==> src/rtl/core/vote_group_hysteresis_detector_assert.svh <==
`ifndef VOTE_GROUP_HYSTERESIS_DETECTOR_ASSERT_SVH
`define VOTE_GROUP_HYSTERESIS_DETECTOR_ASSERT_SVH

// same-cycle implication, checked outside reset
`define VGHD_ASSERT_NOW(label, ante, cons, msg) \
	label: assert property (@(posedge clk) disable iff (!arst_n) (ante) |-> (cons)) \
		else $error(msg);

// next-cycle implication, checked outside reset
`define VGHD_ASSERT_NEXT(label, ante, cons, msg) \
	label: assert property (@(posedge clk) disable iff (!arst_n) (ante) |=> (cons)) \
		else $error(msg);

`endif

==> src/rtl/core/vghd_pkg.sv <==
package vghd_pkg;

	typedef enum logic [1:0] {
		ST_IDLE,
		ST_DIV,
		ST_FIN
	} vghd_state_t;

	typedef enum logic [1:0] {
		CFG_JAM_THRESHOLD    = 2'd0,
		CFG_GROUP_SIZE       = 2'd1,
		CFG_JAM_VOTE_MINIMUM = 2'd2,
		CFG_SWITCH_GROUPS    = 2'd3
	} vghd_cfg_idx_t;

	localparam int unsigned SCORE_W  = 8;
	localparam int unsigned THR_W    = 8;
	localparam int unsigned SIZE_W   = 5;
	localparam int unsigned VMIN_W   = 5;
	localparam int unsigned SWITCH_W = 4;
	localparam int unsigned VOTE_W   = 5;
	localparam int unsigned MEAN_W   = 8;
	localparam int unsigned DEC_W    = 32;
	localparam int unsigned CFG_W    = 8;
	localparam int unsigned OUT_W    = 56;

	localparam logic [THR_W-1:0]    RST_JAM_THRESHOLD    = 8'd223;
	localparam logic [SIZE_W-1:0]   RST_GROUP_SIZE       = 5'd5;
	localparam logic [VMIN_W-1:0]   RST_JAM_VOTE_MINIMUM = 5'd4;
	localparam logic [SWITCH_W-1:0] RST_SWITCH_GROUPS    = 4'd2;

	localparam logic [SWITCH_W-1:0] STREAK_MAX = 4'd15;
	localparam logic [MEAN_W-1:0]   MEAN_MAX   = 8'd255;

endpackage

==> src/rtl/core/vote_group_hysteresis_detector.sv <==
// channel  dir  handshake                 payload
// s_       in   s_tvalid / s_tready       s_tdata: score
// m_       out  m_tvalid / m_tready       m_tdata: one group decision
// cfg_     in   cfg_valid / cfg_ready     cfg_index, cfg_data
//
// A score that does not close a group is taken in ST_IDLE and updates the counters.
// A score that closes a group runs N = 9 + clog2(MAX_GROUP+1) steps of the
// restoring divider for the rounded mean; no scores are taken until ST_FIN loads m_.
// Reset loads the register defaults and clears all counters; no clearing pass.
// A stalled m_ side holds the finished decision; scores are still taken meanwhile
// until the next group closes.
`include "vote_group_hysteresis_detector_assert.svh"

module vote_group_hysteresis_detector import vghd_pkg::*; #(
	parameter int unsigned MAX_GROUP = 16
) (
	input  logic             clk,
	input  logic             arst_n,
	input  logic             s_tvalid,
	output logic             s_tready,
	input  logic [7:0]       s_tdata,   // [7:0] score
	output logic             m_tvalid,
	input  logic             m_tready,
	output logic [OUT_W-1:0] m_tdata,   // [0] stable_jam_out, [5:1] jam_vote_total,
	                                    // [10:6] normal_vote_total, [18:11] mean_score,
	                                    // [50:19] decision_number, [55:51] zero
	input  logic             cfg_valid,
	output logic             cfg_ready,
	input  logic [1:0]       cfg_index,
	input  logic [CFG_W-1:0] cfg_data
);

	localparam int unsigned CNT_W = $clog2(MAX_GROUP + 1);
	localparam int unsigned SUM_W = SCORE_W + CNT_W;
	localparam int unsigned NUM_W = SUM_W + 1;
	localparam int unsigned DEN_W = CNT_W + 1;
	localparam int unsigned CMP_W = (CNT_W > VMIN_W) ? CNT_W : VMIN_W;

	vghd_state_t state_q, state_nxt;

	logic [THR_W-1:0]    thr_q;
	logic [SIZE_W-1:0]   size_q;
	logic [VMIN_W-1:0]   vmin_q;
	logic [SWITCH_W-1:0] switch_q;

	logic [CNT_W-1:0]    cnt_q;
	logic [CNT_W-1:0]    votes_q;
	logic [SUM_W-1:0]    sum_q;
	logic                stable_q;
	logic                target_q;
	logic [SWITCH_W-1:0] streak_q;
	logic [DEC_W-1:0]    dec_q;

	logic [CNT_W-1:0] votes_fin_q;
	logic [CNT_W-1:0] normal_fin_q;
	logic             cand_q;

	logic             m_valid_q;
	logic [OUT_W-1:0] m_data_q;

	logic [CNT_W-1:0] eff_size;
	logic             accept;
	logic             hit;
	logic [CNT_W-1:0] cnt_inc;
	logic [CNT_W-1:0] votes_inc;
	logic [SUM_W-1:0] sum_inc;
	logic             close;
	logic             div_start;
	logic             div_done;
	logic [NUM_W-1:0] div_num;
	logic [DEN_W-1:0] div_den;
	logic [NUM_W-1:0] div_quo;
	logic             out_load;

	logic                stable_nxt;
	logic                target_nxt;
	logic [SWITCH_W-1:0] streak_nxt;
	logic [MEAN_W-1:0]   mean_sat;
	logic [CMP_W-1:0]    votes_ext;
	logic [CMP_W-1:0]    normal_ext;

	always_comb begin
		if (size_q == '0) begin
			eff_size = CNT_W'(1);
		end else if (32'(size_q) > 32'(MAX_GROUP)) begin
			eff_size = CNT_W'(MAX_GROUP);
		end else begin
			eff_size = CNT_W'(size_q);
		end
	end

	assign accept    = s_tvalid && s_tready;
	assign hit       = s_tdata[SCORE_W-1:0] >= thr_q;
	assign cnt_inc   = cnt_q + CNT_W'(1);
	assign votes_inc = votes_q + CNT_W'(hit);
	assign sum_inc   = sum_q + SUM_W'(s_tdata[SCORE_W-1:0]);
	assign close     = cnt_inc >= eff_size;
	assign div_num   = {sum_inc, 1'b0} + NUM_W'(eff_size);
	assign div_den   = {eff_size, 1'b0};

	vghd_div #(
		.N_W (NUM_W),
		.D_W (DEN_W)
	) u_div (
		.clk    (clk),
		.arst_n (arst_n),
		.start  (div_start),
		.num    (div_num),
		.den    (div_den),
		.done   (div_done),
		.quo    (div_quo)
	);

	always_comb begin
		state_nxt = state_q;
		case (state_q)
			ST_IDLE: begin
				if (s_tvalid && close) begin
					state_nxt = ST_DIV;
				end
			end
			ST_DIV: begin
				if (div_done) begin
					state_nxt = ST_FIN;
				end
			end
			ST_FIN: begin
				if (!m_valid_q || m_tready) begin
					state_nxt = ST_IDLE;
				end
			end
			default: state_nxt = ST_IDLE;
		endcase
	end

	always_comb begin
		s_tready  = 1'b0;
		div_start = 1'b0;
		out_load  = 1'b0;
		case (state_q)
			ST_IDLE: begin
				s_tready  = 1'b1;
				div_start = s_tvalid && close;
			end
			ST_DIV: begin
			end
			ST_FIN: begin
				out_load = !m_valid_q || m_tready;
			end
			default: begin
			end
		endcase
	end

	always_comb begin
		stable_nxt = stable_q;
		target_nxt = target_q;
		streak_nxt = streak_q;
		if (cand_q == stable_q) begin
			streak_nxt = '0;
			target_nxt = stable_q;
		end else begin
			if (target_q != cand_q) begin
				target_nxt = cand_q;
				streak_nxt = SWITCH_W'(1);
			end else if (streak_q < STREAK_MAX) begin
				streak_nxt = streak_q + SWITCH_W'(1);
			end
			if (streak_nxt >= switch_q) begin
				stable_nxt = cand_q;
				streak_nxt = '0;
			end
		end
	end

	assign mean_sat   = (div_quo > NUM_W'(MEAN_MAX)) ? MEAN_MAX : div_quo[MEAN_W-1:0];
	assign votes_ext  = CMP_W'(votes_fin_q);
	assign normal_ext = CMP_W'(normal_fin_q);

	always_ff @(posedge clk or negedge arst_n) begin
		if (!arst_n) begin
			state_q   <= ST_IDLE;
			thr_q     <= RST_JAM_THRESHOLD;
			size_q    <= RST_GROUP_SIZE;
			vmin_q    <= RST_JAM_VOTE_MINIMUM;
			switch_q  <= RST_SWITCH_GROUPS;
			cnt_q     <= '0;
			votes_q   <= '0;
			sum_q     <= '0;
			stable_q  <= 1'b0;
			target_q  <= 1'b0;
			streak_q  <= '0;
			dec_q     <= '0;
			m_valid_q <= 1'b0;
		end else begin
			state_q <= state_nxt;
			if (cfg_valid) begin
				case (vghd_cfg_idx_t'(cfg_index))
					CFG_JAM_THRESHOLD:    thr_q    <= cfg_data[THR_W-1:0];
					CFG_GROUP_SIZE:       size_q   <= cfg_data[SIZE_W-1:0];
					CFG_JAM_VOTE_MINIMUM: vmin_q   <= cfg_data[VMIN_W-1:0];
					CFG_SWITCH_GROUPS:    switch_q <= cfg_data[SWITCH_W-1:0];
					default: begin
					end
				endcase
			end
			if (accept) begin
				if (close) begin
					cnt_q   <= '0;
					votes_q <= '0;
					sum_q   <= '0;
				end else begin
					cnt_q   <= cnt_inc;
					votes_q <= votes_inc;
					sum_q   <= sum_inc;
				end
			end
			if (out_load) begin
				stable_q  <= stable_nxt;
				target_q  <= target_nxt;
				streak_q  <= streak_nxt;
				dec_q     <= dec_q + DEC_W'(1);
				m_valid_q <= 1'b1;
			end else if (m_tready) begin
				m_valid_q <= 1'b0;
			end
		end
	end

	always_ff @(posedge clk) begin
		if (div_start) begin
			votes_fin_q  <= votes_inc;
			normal_fin_q <= (votes_inc >= eff_size) ? '0 : eff_size - votes_inc;
			cand_q       <= CMP_W'(votes_inc) >= CMP_W'(vmin_q);
		end
		if (out_load) begin
			m_data_q <= {
				(OUT_W - DEC_W - MEAN_W - 2*VOTE_W - 1)'(0),
				dec_q + DEC_W'(1),
				mean_sat,
				normal_ext[VOTE_W-1:0],
				votes_ext[VOTE_W-1:0],
				stable_nxt
			};
		end
	end

	assign m_tvalid  = m_valid_q;
	assign m_tdata   = m_data_q;
	assign cfg_ready = 1'b1;

	`VGHD_ASSERT_NOW(a_done_in_div, div_done, state_q == ST_DIV,
		"divider finished outside the divide state")
	`VGHD_ASSERT_NEXT(a_dec_step, out_load, dec_q == $past(dec_q) + DEC_W'(1),
		"decision counter did not advance on a decision")
	`VGHD_ASSERT_NEXT(a_stable_hold, !out_load, $stable(stable_q),
		"stable state changed without a decision")

endmodule

==> src/rtl/core/vghd_div.sv <==
module vghd_div import vghd_pkg::*; #(
	parameter int unsigned N_W = 14,
	parameter int unsigned D_W = 6
) (
	input  logic           clk,
	input  logic           arst_n,
	input  logic           start,
	input  logic [N_W-1:0] num,
	input  logic [D_W-1:0] den,
	output logic           done,
	output logic [N_W-1:0] quo
);

	localparam int unsigned STEP_W = $clog2(N_W + 1);

	logic              busy_q;
	logic              done_q;
	logic [STEP_W-1:0] step_q;
	logic [D_W-1:0]    rem_q;
	logic [D_W-1:0]    den_q;
	logic [N_W-1:0]    quo_q;

	logic [D_W:0] shifted;
	logic [D_W:0] diff;
	logic         ge;

	assign shifted = {rem_q, quo_q[N_W-1]};
	assign ge      = shifted >= {1'b0, den_q};
	assign diff    = shifted - {1'b0, den_q};

	always_ff @(posedge clk or negedge arst_n) begin
		if (!arst_n) begin
			busy_q <= 1'b0;
			done_q <= 1'b0;
			step_q <= '0;
		end else begin
			done_q <= busy_q && (step_q == STEP_W'(1));
			if (start) begin
				busy_q <= 1'b1;
				step_q <= STEP_W'(N_W);
			end else if (busy_q) begin
				step_q <= step_q - STEP_W'(1);
				if (step_q == STEP_W'(1)) begin
					busy_q <= 1'b0;
				end
			end
		end
	end

	always_ff @(posedge clk) begin
		if (start) begin
			rem_q <= '0;
			den_q <= den;
			quo_q <= num;
		end else if (busy_q) begin
			rem_q <= ge ? diff[D_W-1:0] : shifted[D_W-1:0];
			quo_q <= {quo_q[N_W-2:0], ge};
		end
	end

	assign done = done_q;
	assign quo  = quo_q;

endmodule

==> config.mk <==
export PLATFORM = sky130hd
export DESIGN_NAME = vote_group_hysteresis_detector
export DESIGN_NICKNAME = d
export VERILOG_FILES = /design/src/rtl/core/vghd_pkg.sv /design/src/rtl/core/vote_group_hysteresis_detector.sv /design/src/rtl/core/vghd_div.sv
export VERILOG_INCLUDE_DIRS = /design/src /design/src/rtl/core
export SDC_FILE = /design/constraint.sdc
export NUM_CORES = 1
export LEC_CHECK = 0
export ABC_CLOCK_PERIOD_IN_PS = 4300
export BUFFER_PORTS_ARGS = -buffer_cell sky130_fd_sc_hd__buf_2
export CAP_MARGIN = 20
export CORE_MARGIN = 2
export CORE_UTILIZATION = 35
export DETAILED_ROUTE_END_ITERATION = 10
export SYNTH_ARGS = -nofsm -noshare
export SYNTH_HDL_FRONTEND = slang
export SYNTH_SLANG_ARGS = --single-unit
export TNS_END_PERCENT = 10
==> constraint.sdc <==
create_clock -name clk -period 4.3 [get_ports clk]
set_clock_uncertainty 0.05 [all_clocks]
set_input_delay 0.86 -clock clk [delete_from_list [all_inputs] [get_ports clk]]
set_output_delay 0.86 -clock clk [all_outputs]
set_load 0.02 [all_outputs]
Yosys cells after proc, flatten, opt, wreduce, memory -nomap -nowiden --
Index checks and enable logic that the tools add are counted.
Word-level totals: register bits 179, input port bits 23, output and inout port bits 59, word-level logic and storage cells 101
Operators by class: $add $sub $neg 9, magnitude comparators 9, eq/ne operators 11, multiplexer cells 31, reduce and logical (&&, ||, !) cells 17
Operators with widths (number):
- 32-bit by 1-bit adder with 32-bit output (second input constant) | 1
- 14-bit two-way mux | 2
- 4-bit two-way mux | 7
- 5-bit two-way mux | 4
- 5-bit >= comparator | 3
- 14-bit by 5-bit adder with 14-bit output | 1
- 14-bit by 8-bit > comparator with 1-bit output (second input constant) | 1
- 13-bit by 8-bit adder with 13-bit output | 1
- 13-bit two-way mux | 1
- 1-bit two-way mux | 12
- 2-bit AND reduction | 5
- 8-bit >= comparator | 1
- 7-bit by 6-bit >= comparator with 1-bit output | 1
- 2-bit == test (second input constant) | 3
- 2-bit two-way mux | 3
- 6-bit two-way mux | 1
- 2-bit one-hot mux with 3 select lines | 1
- 2-bit nonzero test | 3
- 6-bit subtractor | 1
- 5-bit by 1-bit adder with 5-bit output | 1
- 5-bit by 1-bit adder with 5-bit output (second input constant) | 1
- 5-bit > comparator (second input constant) | 1
- 5-bit logical NOT | 1
- 5-bit subtractor | 1
- 15 further kinds | 20

Logic depth before layout (Yosys ltp) --
depth after elaboration 7, gate-level depth with buffers 20, gate-level depth less buffers 20

Modules after synthesis --
A second synthesis with hierarchy kept.
Second synthesis, totals: cell total of the unflattened synthesis 826, area total of the unflattened synthesis 9310.2 um2
Modules (own cells, without submodules):
- vote_group_hysteresis_detector | times used 1, cells an instance 689, area an instance 7661.1 um2, seq. area each 4027.6 um2
- vghd_div | times used 1, cells an instance 137, area an instance 1649.1 um2, seq. area each 870.8 um2

Worst setup path after synthesis --
No wires, ideal clock.
path kind input-to-reg, start input port s_tdata[0], end register normal_fin_q[2] (netlist: normal_ext[2]), data pin, setup time 0.157 ns, arrival time 4.104 ns, required time 4.093 ns, setup slack -0.011 ns, cell stages on the path 19, path buffers 0, cell sequence inv_1 ha_1 nand2b_1 a21o_1 a21o_1 a21o_1 a21o_1 a21oi_1 o21ai_0 ha_1 ha_1 inv_1 ha_1 nor2b_1 o21ai_0 a21boi_0 o21ai_0 maj3_1 nor3_1
Between the ends: cells in the longest elaborated chain, start to end 3, elaborated cells on any way between the ends 4, those cells by class 2 x add/sub; 2 x order compare
RTL lines:
- start: declaration | line vote_group_hysteresis_detector.sv:21 | input logic [7:0] s_tdata,
- 8-bit >= comparator * | line vote_group_hysteresis_detector.sv:93 | assign hit = s_tdata[SCORE_W-1:0] >= thr_q;
- 5-bit by 1-bit adder with 5-bit output * | line vote_group_hysteresis_detector.sv:95 | assign votes_inc = votes_q + CNT_W'(hit);
- via votes_inc[1] | line vote_group_hysteresis_detector.sv:65 | logic [CNT_W-1:0] votes_inc;
- 5-bit subtractor / 5-bit >= comparator (equally long branches) | line vote_group_hysteresis_detector.sv:233 | normal_fin_q <= (votes_inc >= eff_size) ? '0 : eff_size - votes_inc;
- end signal: assignment | line vote_group_hysteresis_detector.sv:233
- end: declaration | line vote_group_hysteresis_detector.sv:55 | logic [CNT_W-1:0] normal_fin_q;
The timed path passes the listed nets; every way through them passes the cells marked *. A chain may end at the register's enable or synchronous reset.

Worst setup path after layout --
start input port s_tdata[0], end register normal_fin_q[4] (netlist: normal_ext[4]), data pin
Same word-level chain as after synthesis.

==> summary.txt <==
Detailed routing
  • Vias: 6,037
  • Detail Route Antenna Nets: 0
  • Post-DR wirelength/cell: 14.0 um
  • WL final: 17,800 um
  • DRC viols: 0
  • Post-DR vias/cell: 4.73
  • Drt first pass iters: 4
  • 1st-iter DRT viols: 279

Worst hold path
  • Hold Path Class: reg2reg

Synthesis
  • Seq/Total Area, Yosys: 0.533
  • Synthesized area: 9130 um2
  • Share of flip-flops with an asynchronous set or reset: 0.514
  • Yosys cell types: 64
  • Yosys reg bits: 179
  • Post-synth top area cell: edfxtp_1
  • Cells after synthesis: 835
  • Yosys top cell area share: 0.266
  • Syn avg cell area: 10.9 um2
  • Post-synth top cells: nand2_1, dfrtp_1, edfxtp_1
  • Cell with the most instances after synthesis: nand2_1
  • Yosys warning total: 0
  • Cells taking the most area after synthesis: edfxtp_1, dfrtp_1, ha_1
  • EDFF count, synth: 81
  • Prevailing post-synth register cell: edfxtp_1

Clock tree
  • Root Buffer: clkbuf_16
  • H-tree Lvls: 4
  • CTS max path bufs: 2
  • CTS tree: yes
  • Clock sinks: 179
  • Clock Pin Slew Worst Setup and Hold Paths: 0.08 ns
  • Clock latency at the later pin of the worst-skew pair: 0.44 ns
  • Num CTS Buffers: 17
  • Number of hold buffers added after CTS: 0

Timing
  • Worst slew pin tran: 0.990 ns
  • Peak Freq: 247 MHz
  • Final setup margin: 0.245 ns
  • Post-route clock period utilization: 0.943
  • Relative slew slack: 0.338
  • Minimum clock period: 4.05 ns
  • Final Hold Vio Count: 0
  • Final setup viols: 0
  • Slew Limit Fails: 0
  • Fin Hold WS: 0.376 ns

Pwr
  • Pwr Total: 0.00605 W
  • Max rail drop VDD: 0.276 mV
  • Leak: 4.65 nW
  • Pwr Density: 568 nW/um2

Finish
  • Design area: 10,700 um2
  • Share of post-route cells with drive strength above 1: 0.200
  • Antenna diodes: 0
  • Area grow syn2layout: 16.7%
  • Nets: 1,004
  • Fill count: 2,524
  • Non-Filler Instances: 1,275

Die
  • # IOs: 82
  • Vert. Die Dim: 166 um
  • Starting Density: 0.353
  • CORE AREA: 25,800 um2
  • Site Rows: 59
  • Die area: 27,400 um2
  • Die width: 166 um

Global route
  • Overflow after GRT: 0
  • Largest net degree at the start of global routing: 93
  • Antenna violations before repair: 0
  • Number of global-route vias before repair: 5,962
  • GRT Total Usage: 0.140
  • First-pass GRT wire length: 30,300 um

Setup path
  • Largest stage delay on the critical path: 0.46 ns
  • Critical path class: in2reg
  • CP Data Required Time: 4.52 ns
  • Setup crit end kind: register
  • Worst-path fanout max: 3
  • Crit-path cells: buf_2 -> inv_1 -> ha_1 -> nand2b_1 -> a21o_1 -> a21o_1 -> a21o_1 -> a21o_1 -> a21oi_1 -> o21ai_1 -> ha_1 -> ha_1 -> inv_1 -> ha_1 -> nor2b_1 -> o21ai_1 -> a21boi_2 -> o21ai_2 -> or4_1 -> o21ai_0
  • Critical Path Source Type: input pin
  • Crit path buf inv count: 3
  • CP max stage cell: or4_1
  • Crit path max-delay family: compound AO/OA/AOI/OAI gates
  • Worst path arrival time: 4.27 ns

Placed design
  • Detailed Place HPWL: 12,900 um
  • Placed cell count: 1,242
  • Pre-CTS setup slack: -0.392 ns
  • Port bufs: 75
  • Dpl cell area: 10000 um2
  • GPL Wtd Cong: 0.796

Run
  • Max Cap Viol: 0

Outcome
  • Outcome: finished clean
==> cell usage in the layout (no fill, tap or decap), types with 10 or more instances in the layout <==
cell	n
buf_2	74
a21oi_1	18
nand4_1	10
nand3_1	32
nor3_1	17
edfxtp_1	81
dfrtp_1	81
inv_1	47
dfstp_2	11
xor2_1	41
o31ai_1	10
nor2_1	44
nand2_1	106
nand2b_1	15
clkbuf_16	17
a21o_1	13
ha_1	50
mux2_2	16
buf_4	25
o21ai_0	49
or2_2	11
xnor2_1	50
==> sequential cells by signal, summed over array words and instances, names as in the netlist, 6 cells and up <==
signal,flops
thr_q,8
u_div.quo,14
sum_q,13
m_tdata,51
dec_q,32
u_div.rem_q,6
==> what timing repair did <==
item | in CTS | in global routing
setup buffers | 0 | 1
resized for setup | 0 | 8
endpoints found under the setup margin | 0 | 5
==> logic make-up (layout without fill, tap and decap cells) <==
group,count (synthesis),count (layout),share of synthesized area
and+or+nand+nor,274,274,0.144
DFF,179,179,0.533
xor gates and xnor gates,92,92,0.0891
other,2,6,0.000822
buffers and inverters,79,180,0.0349
muxes,20,20,0.0241
AOI/OAI and AO/OA,134,134,0.0952
adders and majority gates,55,55,0.0784
==> through the flow <==
stage / setup TNS [ns] / util
2_1_floorplan: 0 / -
3_3_place_gp: -1.40 / 0.387
3_5_place_dp: -1.86 / 0.387
4_1_cts: 0 / 0.411
5_1_grt: -0.00219 / 0.412
6_report: 0 / 0.412
==> path summary, 6_finish.rpt <==
path	from	to	slack (ns)	cells after the start
max	s_tdata[0]	normal_ext[4]	0.25	20
min	votes_ext[4]	m_tdata[5]	0.38	0
max reg2reg	thr_q[0]	normal_ext[4]	0.31	18
min reg2reg	votes_ext[4]	m_tdata[5]	0.38	0
max in group asynchronous	arst_n	dec_q[12]	3.37	2
min in group asynchronous	arst_n	sum_q[6]	0.39	2
==> final cells by class <==
cell class | instances | area, um2 | share of cell area
clock inverter | 15 | 204 | 0.0191
sequential | 179 | 4870 | 0.457
timing repair buffer | 100 | 578 | 0.0543
tap | 335 | 419 | 0.0393
multi-input combinational | 581 | 3980 | 0.373
inverter | 48 | 180 | 0.0169
clock buffer | 17 | 425 | 0.0399
==> routing by layer <==
metal,part of all wire,track usage
met1,0.49,0.194
met2,0.47,0.225
met3,0.035,0.0300
met4,0.0089,0.0341
met5,0,0
==> report_power, final <==
group	total (W)	switching [W]	internal (W)
Sequential	0.00239	0.000216	0.00218
Clock	0.00160	0.000796	0.000802
Combinational	0.00206	0.00119	0.000870
No activity file was read; power rests on OpenSTA's default activity.
